<file path="src/rtl/wto_pkg.sv">
// Package for the wavetable oscillator.
// Holds table, phase and sample widths, command codes and register addresses.
// No dependencies.
package wto_pkg;

  localparam int TABLE_DEPTH   = 512;
  localparam int INDEX_BITS    = $clog2(TABLE_DEPTH);
  localparam int FRACTION_BITS = 16;
  localparam int SAMPLE_BITS   = 16;
  localparam int PHASE_BITS    = INDEX_BITS + FRACTION_BITS;
  localparam int STEP_BITS     = 25;
  localparam int RATE_BITS     = 16;
  localparam int RATE_SHIFT    = 12;
  localparam int SCALED_BITS   = STEP_BITS + RATE_BITS;
  localparam int DIFF_BITS     = SAMPLE_BITS + 1;
  localparam int PROD_BITS     = DIFF_BITS + FRACTION_BITS + 1;

  localparam int APB_DATA_BITS = 32;
  localparam int APB_ADDR_BITS = 3;

  typedef enum logic {
    CMD_LOAD = 1'b0,
    CMD_TICK = 1'b1
  } command_t;

  localparam logic REG_PHASE_STEP = 1'b0;

  typedef logic        [INDEX_BITS-1:0]    index_t;
  typedef logic        [FRACTION_BITS-1:0] frac_t;
  typedef logic        [PHASE_BITS-1:0]    phase_t;
  typedef logic signed [SAMPLE_BITS-1:0]   sample_t;

endpackage

</file>
<file path="src/rtl/wto_interp.sv">
// Interpolation datapath of the wavetable oscillator: difference times fraction,
// then offset add into the output register. Depends on wto_pkg.
module wto_interp (
  input  logic             clk,
  input  logic             rst,
  input  logic             in_valid,
  output logic             in_ready,
  input  wto_pkg::sample_t lo_word,
  input  wto_pkg::sample_t hi_word,
  input  wto_pkg::frac_t   frac,
  output logic             out_valid,
  input  logic             out_ready,
  output wto_pkg::sample_t out_word
);
  import wto_pkg::*;

  logic                        prod_valid;
  logic signed [PROD_BITS-1:0] prod;
  sample_t                     base;
  logic                        out_free;
  logic                        prod_free;
  logic signed [DIFF_BITS-1:0] diff;
  logic signed [PROD_BITS-1:0] prod_next;

  assign out_free  = !out_valid || out_ready;
  assign prod_free = !prod_valid || out_free;
  assign in_ready  = prod_free;

  assign diff      = DIFF_BITS'(hi_word) - DIFF_BITS'(lo_word);
  assign prod_next = PROD_BITS'(diff) * $signed(PROD_BITS'({1'b0, frac}));

  always_ff @(posedge clk) begin
    if (rst) begin
      prod_valid <= 1'b0;
      out_valid  <= 1'b0;
    end else begin
      if (prod_free) begin
        prod_valid <= in_valid;
      end
      if (out_free) begin
        out_valid <= prod_valid;
      end
    end
  end

  always_ff @(posedge clk) begin
    if (prod_free) begin
      prod <= prod_next;
      base <= lo_word;
    end
    if (out_free) begin
      out_word <= base + prod[FRACTION_BITS +: SAMPLE_BITS];
    end
  end

endmodule

</file>
<file path="config.mk">
export PLATFORM = sky130hd
export DESIGN_NAME = wto_interp
export DESIGN_NICKNAME = d
export VERILOG_FILES = /design/src/rtl/wto_pkg.sv /design/src/rtl/wto_interp.sv
export SDC_FILE = /design/constraint.sdc
export NUM_CORES = 1
export LEC_CHECK = 0
export ABC_AREA = 1
export BUFFER_PORTS_ARGS = -buffer_cell sky130_fd_sc_hd__buf_2
export CAP_MARGIN = 10
export CORE_MARGIN = 5
export CORE_UTILIZATION = 45
export CTS_CLUSTER_DIAMETER = 60
export DETAILED_ROUTE_END_ITERATION = 16
export GPL_ROUTABILITY_DRIVEN = 1
export PLACE_DENSITY = 0.66
export SLEW_MARGIN = 20
export SYNTH_ARGS = -nofsm -noshare
export SYNTH_HDL_FRONTEND = slang
export SYNTH_SLANG_ARGS = --single-unit
</file>
<file path="constraint.sdc">
create_clock -name clk -period 8.3 [get_ports clk]
set_input_delay 0 -clock clk [delete_from_list [all_inputs] [get_ports clk]]
set_output_delay 0 -clock clk [all_outputs]
set_load 0.02 [all_outputs]
</file>
==> results of run 1 <==
cell families (layout without fill, tap and decap cells):
| logic type | count (synthesis) | after routing | synth area share |
|---|---|---|---|
| xor gates and xnor gates | 50 | 50 | 0.0341 |
| AOI/OAI and AO/OA | 121 | 121 | 0.0519 |
| and+or+nand+nor | 571 | 571 | 0.175 |
| DFF | 50 | 50 | 0.109 |
| adders and majority gates | 376 | 376 | 0.490 |
| buffers and inverters | 495 | 569 | 0.140 |
cell type report:
class | instances | area [um2] | share of cell area
clock buffer | 5 | 125 | 0.00853
tap | 390 | 488 | 0.0332
multi-input combinational | 1118 | 10200 | 0.696
timing repair buffer | 96 | 593 | 0.0404
inverter | 465 | 1750 | 0.119
clock inverter | 3 | 26.3 | 0.00179
sequential | 50 | 1480 | 0.101
metrics by stage:
stage / hold slack [ns] / cells / util
floorplan: 0.0691 / 1663 / -
global placement: 0.175 / 2101 / 0.483
detailed placement: 0.176 / 2101 / 0.483
CTS: 0.401 / 2127 / 0.494
global route: 0.410 / 2127 / 0.494
finish: 0.404 / 2127 / 0.494
worst register-to-register path, delay by kind of cell (launching register included):
family,cells,cell delay [ns]
AOI/OAI and AO/OA,3,0.88
DFF,1,0.38
adders and majority gates,1,0.33
xor gates and xnor gates,1,0.14
buffers and inverters,1,0.07
layer usage:
metal  track usage  up-vias  wire length (um)
met2         0.411      416             18800
met4        0.0470        0               802
li1              -     5082                 -
met1         0.296     5450             15500
met5             0        -                 0
met3        0.0412       66              2970
state kept, by name, indices dropped and copies added, names as in the netlist:
| register | count |
|---|---|
| base | 16 |
| prod_valid | 1 |
| out_valid | 1 |
| out_word | 16 |
| prod | 16 |
worst min path at each step:
| stage | startpoint | end | slack (ns) | cells after the start |
|---|---|---|---|---|
| floorplan | rst | out_valid$_SDFFE_PP0P_ | 0.07 | 1 |
| global route | rst | prod_valid$_SDFFE_PP0P_ | 0.41 | 3 |
| global placement | rst | out_valid$_SDFFE_PP0P_ | 0.18 | 2 |
| finish | rst | prod_valid$_SDFFE_PP0P_ | 0.40 | 3 |
| detailed placement | rst | prod_valid$_SDFFE_PP0P_ | 0.18 | 2 |
| CTS | rst | out_valid$_SDFFE_PP0P_ | 0.40 | 3 |
what timing repair did:
item / 4_1_cts / 5_1_grt
hold buffers: 18 / 0
endpoints found under the hold margin: 18 / 0
resized for setup: 0 / 1
setup endpoints to repair: 0 / 1
cells in the final DEF, fill, tap and decap left out, types with 5 or more instances in the layout:
cell	synthesis	final
a21o_1	7	7
a21oi_1	56	56
a31oi_1	6	6
buf_2	8	69
buf_4	4	9
clkbuf_16	0	5
clkinv_1	7	7
dlygate4sd3_1	0	18
edfxtp_1	48	48
fa_1	260	260
ha_1	116	116
inv_1	453	453
inv_2	5	5
nand2_1	271	270
nand2_2	7	8
nand3_1	71	70
nand3_2	10	11
nand4_1	6	6
nor2_1	184	184
nor3_1	10	10
o21ai_0	29	29
or2_2	5	5
xnor2_1	10	10
xor2_1	38	38
==> impl_metrics.toml, run 1 <==
[global_routing]
grt_pass1_wl_um = 61500
grt-ovfl-total = 0
grt_pass1_vias = 11800
grt_max_degree = 35
grt_util_all_layers = 0.231
antenna_found_initial = 0

[synth]
synthTopCellsByCount = "inv_1 (453), nand2_1 (271), fa_1 (260), nor2_1 (184), ha_1 (116)"
synth_area_um2 = 13600
synth_enable_flop_cells = 48
synth_cell_types = 49
synth_warnings = 0
synth_most_common_cell = "inv_1"
synth_top_cell_by_area = "fa_1"
synth_seq_cells = 50
syn_nets = 2091
syn_inst = 1663
synth_ff_type = "edfxtp_1"
netlist_top_cells_area = "fa_1 (38%), inv_1 (13%), ha_1 (11%)"
syn_avg_cell_area_um2 = 8.17
ys_seq_area_frac = 0.109
synth_top_area_share = 0.383
synthArstFlopShare = 0

[worst_setup_path]
path_class = "input port to flop"
crit_family = "adder cells"
crit_start = "lo_word[0]"
crit_path_start_kind = "input port"
worstPathArrival_ns = 7.76
end_kind = "flop"
r2r_setup_slack_ns = 6.24
cpMostUsedCell = "nand2_1"
path_max_fanout = 11
r2r-start = "prod[18]$_DFFE_PP_"
cp_slowest_stage_delay_ns = 0.61
cp.depth = 35
crit_path_top_delay_cell = "fa_1"
cp-endpoint = "prod[30]$_DFFE_PP_"
cp_num_buf_inv = 9
r2r_end = "out_word[9]$_DFFE_PP_"
rr_worst_depth = 6
required_ns = 8.35

[floorplanning]
start_util = 0.457
dieArea_um2 = 33800
io_pins = 70
die_y_um = 184
num_rows = 63
core_um2 = 29700
dieWidth_um = 184

[hold_path]
hold_class = "input port to flop"

[layout]
fillers = 2929
final_nets = 2164
stdcell_area_um2 = 14700
drive_above_1_share = 0.0731
antennaDiodeCount = 0
synthToLayoutAreaGrowth_pct = 7.96

[clock_tree]
clk_latency_ns = 0.29
clkTransAtPathRegs_ns = 0.07
numCtsBuffers = 5
max-clock-path-buffers = 2
htreeDepth = 2
root_buffer = "clkbuf_16"
cts.sinks = 50
tritoncts = "yes"
post_cts_buffers = 0

[timing]
min_period_over_period = 0.928
setup_viol = 0
fin_skew_ns = 0.00888
worst_slew_pin_slew_ns = 0.890
relSlewSlack = 0.406
final.min_clock_period_ns = 7.71
slew_viol_final = 0
finalHoldViolCount = 0
rsz0062_at_grt = "false"
setup-tns-final_ns = 0
max_freq_ghz = 0.130
setup_ws_ns = 0.595

[placed_design]
routabilityCongestion = 0.961
port_buffers = 69
dp_hpwl_um = 32600
post-place-ws_ns = 0.673
dpl_cell_area_um2 = 14300

[route]
ant_nets = 0
drc = 0
drt_iter0_markers = 770
post_drt_wl_per_cell_um = 17.9
vias = 11000
dr.pass1.iters = 5
vias_per_cell = 5.18
wirelength_um = 38000

[job]
cap_violations = 0

[run_status]
outcome = "finished clean"
Power of run 1 is left out: the tool's default activity adds up to more than one toggle a clock period on the data nets, which glitch-free logic cannot reach.
==> run 2, diff against run 1 <==
--- a/config.mk
+++ b/config.mk
@@ -9,11 +9,11 @@
 export BUFFER_PORTS_ARGS = -buffer_cell sky130_fd_sc_hd__buf_2
 export CAP_MARGIN = 10
 export CORE_MARGIN = 5
-export CORE_UTILIZATION = 45
+export CORE_UTILIZATION = 35
 export CTS_CLUSTER_DIAMETER = 60
 export DETAILED_ROUTE_END_ITERATION = 16
 export GPL_ROUTABILITY_DRIVEN = 1
-export PLACE_DENSITY = 0.66
+export PLACE_DENSITY = 0.54
 export SLEW_MARGIN = 20
 export SYNTH_ARGS = -nofsm -noshare
 export SYNTH_HDL_FRONTEND = slang
==> run 2 against run 1 <==
Effect of this change:
- wire length increased by 2.8%
- worst setup slack got worse by 0.21 ns
- cell area grew 1.2%
- utilization is 11 points lower
- cell count up 6.0%
- critical path type unchanged
- largest cell class unchanged
==> impl_metrics.toml, run 2 (synthesis results as in run 1) <==
[run_status]
outcome = "finished clean"

[route]
drt_iter0_markers = 596
dr.pass1.iters = 5
post_drt_wl_per_cell_um = 17.3
vias_per_cell = 4.76
ant_nets = 0
wirelength_um = 39100
drc = 0
vias = 10700

[clock_tree]
post_cts_buffers = 0
clkTransAtPathRegs_ns = 0.07
cts.sinks = 50
numCtsBuffers = 5
tritoncts = "yes"
max-clock-path-buffers = 2
htreeDepth = 2
root_buffer = "clkbuf_16"
clk_latency_ns = 0.29

[layout]
reg_top3 = "base (16), out_word (16), prod (16)"
layout_common_cells = "inv_1 (453), nand2_1 (271), fa_1 (260)"
multi_input_area_um2 = 10200
final_common_cell = "inv_1"
final_nets = 2163
antennaDiodeCount = 0
synthToLayoutAreaGrowth_pct = 9.22
drive_above_1_share = 0.0720
fillers = 4074
regArea_um2 = 1480

[floorplanning]
num_rows = 72
die_y_um = 207
start_util = 0.353
dieArea_um2 = 42900
core_um2 = 38600
io_pins = 70
dieWidth_um = 207

[global_routing]
grt_pass1_vias = 11600
grt_util_all_layers = 0.183
met2_usage = 0.320
grt_busiest_layer = "met2"
grt_util_met3 = 0.0222
grt-ovfl-total = 0
antenna_found_initial = 0
grt_max_degree = 35
grt_use_met1 = 0.244
grt_pass1_wl_um = 63000

[timing]
setup_viol = 0
min_period_over_period = 0.954
setup-tns-final_ns = 0
rsz0062_at_grt = "false"
finalHoldViolCount = 0
relSlewSlack = 0.412
fin_skew_ns = 0.0110
max_freq_ghz = 0.126
worst_slew_pin_slew_ns = 0.881
slew_viol_final = 0
final.min_clock_period_ns = 7.92

[worst_setup_path]
crit_path_top_delay_cell = "nand2_1"
path_class = "input port to flop"
crit_path_start_kind = "input port"
end_kind = "flop"
path_max_fanout = 11
required_ns = 8.34
cp_slowest_stage_delay_ns = 0.56
cpMostUsedCell = "fa_1"
worstPathArrival_ns = 7.96

[placed_design]
port_buffers = 69
dp_hpwl_um = 34300
routabilityCongestion = 0.938

[hold_path]
hold_class = "input port to flop"

[job]
cap_violations = 0
-- run 2: per-layer routing --
| layer | up-vias | share of wire |
|---|---|---|
| li1 | 5076 | - |
| met1 | 5255 | 0.44 |
| met2 | 345 | 0.48 |
| met3 | 48 | 0.053 |
| met4 | 0 | 0.026 |
| met5 | - | 0 |
-- run 2: layout make-up --
cell class | count | share of cell area
multi-input cells | 1118 | 0.688
inverters | 465 | 0.118
flip-flops and latches | 50 | 0.0998
well taps | 518 | 0.0437
repair buffers | 95 | 0.0394
clock buffers | 5 | 0.00843
clock inverters | 3 | 0.00320
-- run 2: final timing paths --
kind | start | to | slack [ns] | depth (start not counted)
max | lo_word[0] | prod[27]$_DFFE_PP_ | 0.38 | 35
min | rst | out_valid$_SDFFE_PP0P_ | 0.42 | 3
max reg2reg | base[2]$_DFFE_PP_ | out_word[13]$_DFFE_PP_ | 6.17 | 8
min reg2reg | prod_valid$_SDFFE_PP0P_ | out_valid$_SDFFE_PP0P_ | 0.46 | 2
-- run 2: repair_timing --
action | in CTS | in global routing
endpoints found under the hold margin | 18 | 0
hold buffers | 18 | 0
resized for setup | 0 | 0
-- run 2: stage by stage --
step	hold WS, ns	instance area (um2)	utilization	instances	setup slack [ns]
5_1_grt	0.407	14800	0.385	2254	0.0247
3_3_place_gp	0.177	14500	0.376	2228	0.680
2_1_floorplan	0.0691	13600	-	1663	1.99
6_report	0.415	14800	0.385	2254	0.384
3_5_place_dp	0.178	14500	0.376	2228	0.653
4_1_cts	0.414	14800	0.385	2254	0.407
-- run 2: worst max-delay path: cells and delay by family --
family / cells / cell delay, ns
buffers and inverters: 9 / 1.09
AO/OA/AOI/OAI: 2 / 0.27
XOR/XNOR: 1 / 0.07
adder cells (fa/ha/maj): 9 / 3.85
AND/OR/NAND/NOR: 14 / 2.65
Power of run 2 is left out for the same reason.
==> run 3, diff against run 2 <==
--- a/config.mk
+++ b/config.mk
@@ -7,7 +7,7 @@
 export LEC_CHECK = 0
 export ABC_AREA = 1
 export BUFFER_PORTS_ARGS = -buffer_cell sky130_fd_sc_hd__buf_2
-export CAP_MARGIN = 10
+export CORE_ASPECT_RATIO = 0.5
 export CORE_MARGIN = 5
 export CORE_UTILIZATION = 35
 export CTS_CLUSTER_DIAMETER = 60
==> run 3 against run 2 <==
Effect of this change:
- wire length is 2.4% higher
- sequential share of layout area hardly changed
- critical path depth stayed put
- clock skew is 0.0023 ns lower
==> impl_metrics.toml, run 3 (synthesis results as in run 1) <==
[run_status]
outcome = "finished clean"

[layout]
layout_common_cells = "inv_1 (453), nand2_1 (271), fa_1 (260)"
reg_top3 = "base (16), out_word (16), prod (16)"
synthToLayoutAreaGrowth_pct = 9.14
final_nets = 2161
fillers = 4028
drive_above_1_share = 0.0709
antennaDiodeCount = 0
final_common_cell = "inv_1"

[worst_setup_path]
end_kind = "flop"
cp_slowest_stage_delay_ns = 0.58
required_ns = 8.34
path_class = "input port to flop"
worstPathArrival_ns = 7.77
path_max_fanout = 12
cpMostUsedCell = "nand2_1"
crit_path_start_kind = "input port"
crit_path_top_delay_cell = "fa_1"

[timing]
worst_slew_pin_slew_ns = 0.752
min_period_over_period = 0.931
max_freq_ghz = 0.129
setup_viol = 0
final.min_clock_period_ns = 7.73
slew_viol_final = 0
relSlewSlack = 0.498
finalHoldViolCount = 0
setup-tns-final_ns = 0
rsz0062_at_grt = "false"
fin_skew_ns = 0.00872

[clock_tree]
max-clock-path-buffers = 2
root_buffer = "clkbuf_16"
cts.sinks = 50
tritoncts = "yes"
clk_latency_ns = 0.28
numCtsBuffers = 5
post_cts_buffers = 0
clkTransAtPathRegs_ns = 0.07
htreeDepth = 2

[route]
ant_nets = 0
drt_iter0_markers = 734
vias = 10800
drc = 0
post_drt_wl_per_cell_um = 17.7
wirelength_um = 40000
vias_per_cell = 4.75
dr.pass1.iters = 5

[placed_design]
dp_hpwl_um = 34400
port_buffers = 69
routabilityCongestion = 0.893

[floorplanning]
num_rows = 51
io_pins = 70
dieWidth_um = 289
die_y_um = 149
start_util = 0.352
core_um2 = 38600
dieArea_um2 = 43100

[global_routing]
grt_pass1_wl_um = 62800
grt_pass1_vias = 11100
grt-ovfl-total = 0
grt_max_degree = 35
grt_util_all_layers = 0.188
antenna_found_initial = 4

[job]
cap_violations = 0

[hold_path]
hold_class = "input port to flop"
==> run 3: critical path, delay by kind of cell <==
kind | cells | cell delay [ns]
fa+ha+maj | 9 | 3.87
buf+inv | 8 | 1.50
simple gates | 13 | 1.47
compound gates | 4 | 0.62
xor+xnor | 1 | 0.29
==> run 3: path summary, 6_finish.rpt <==
kind / end / slack [ns] / startpoint / cells after the start
setup / recovery: prod[31]$_DFFE_PP_ / 0.57 / lo_word[0] / 35
hold / removal: base[1]$_DFFE_PP_ / 0.01 / lo_word[1] / 1
setup reg to reg: out_word[14]$_DFFE_PP_ / 6.24 / base[5]$_DFFE_PP_ / 6
hold reg to reg: out_valid$_SDFFE_PP0P_ / 0.45 / prod_valid$_SDFFE_PP0P_ / 2
==> run 3: stage by stage <==
step,hold WS (ns),util,instance area (um2),cells,setup slack (ns)
final,0.0134,0.384,14800,2264,0.571
after global routing,0.0511,0.384,14800,2264,0.0712
after CTS,0.0346,0.384,14800,2264,0.620
after detailed placement,0.179,0.376,14500,2239,0.898
after global placement,0.182,0.376,14500,2239,0.939
after floorplan,0.0691,-,13600,1663,1.99
==> run 3: metal layers <==
| metal | part of all wire | up-vias | global-route usage |
|---|---|---|---|
| met4 | 0.028 | 4 | 0.0470 |
| met2 | 0.43 | 329 | 0.295 |
| met5 | 0.00063 | - | 0 |
| li1 | - | 5068 | - |
| met3 | 0.071 | 63 | 0.0310 |
| met1 | 0.47 | 5295 | 0.274 |
==> run 3: cell type report <==
cell class              instances  area [um2]  area share
repair buffers                 93         568      0.0383
clock buffers                   5         125     0.00843
clock inverters                 3        43.8     0.00295
inverters                     465        1750       0.118
well taps                     530         663      0.0447
flip-flops and latches         50        1480      0.0998
multi-input cells            1118       10200       0.688
==> run 3: timing repair <==
action	in CTS	in global routing
gates resized for setup	0	0
setup endpoints to repair	0	0
hold endpoints to repair	17	0
hold buffers	17	0
Power of run 3 is left out for the same reason.
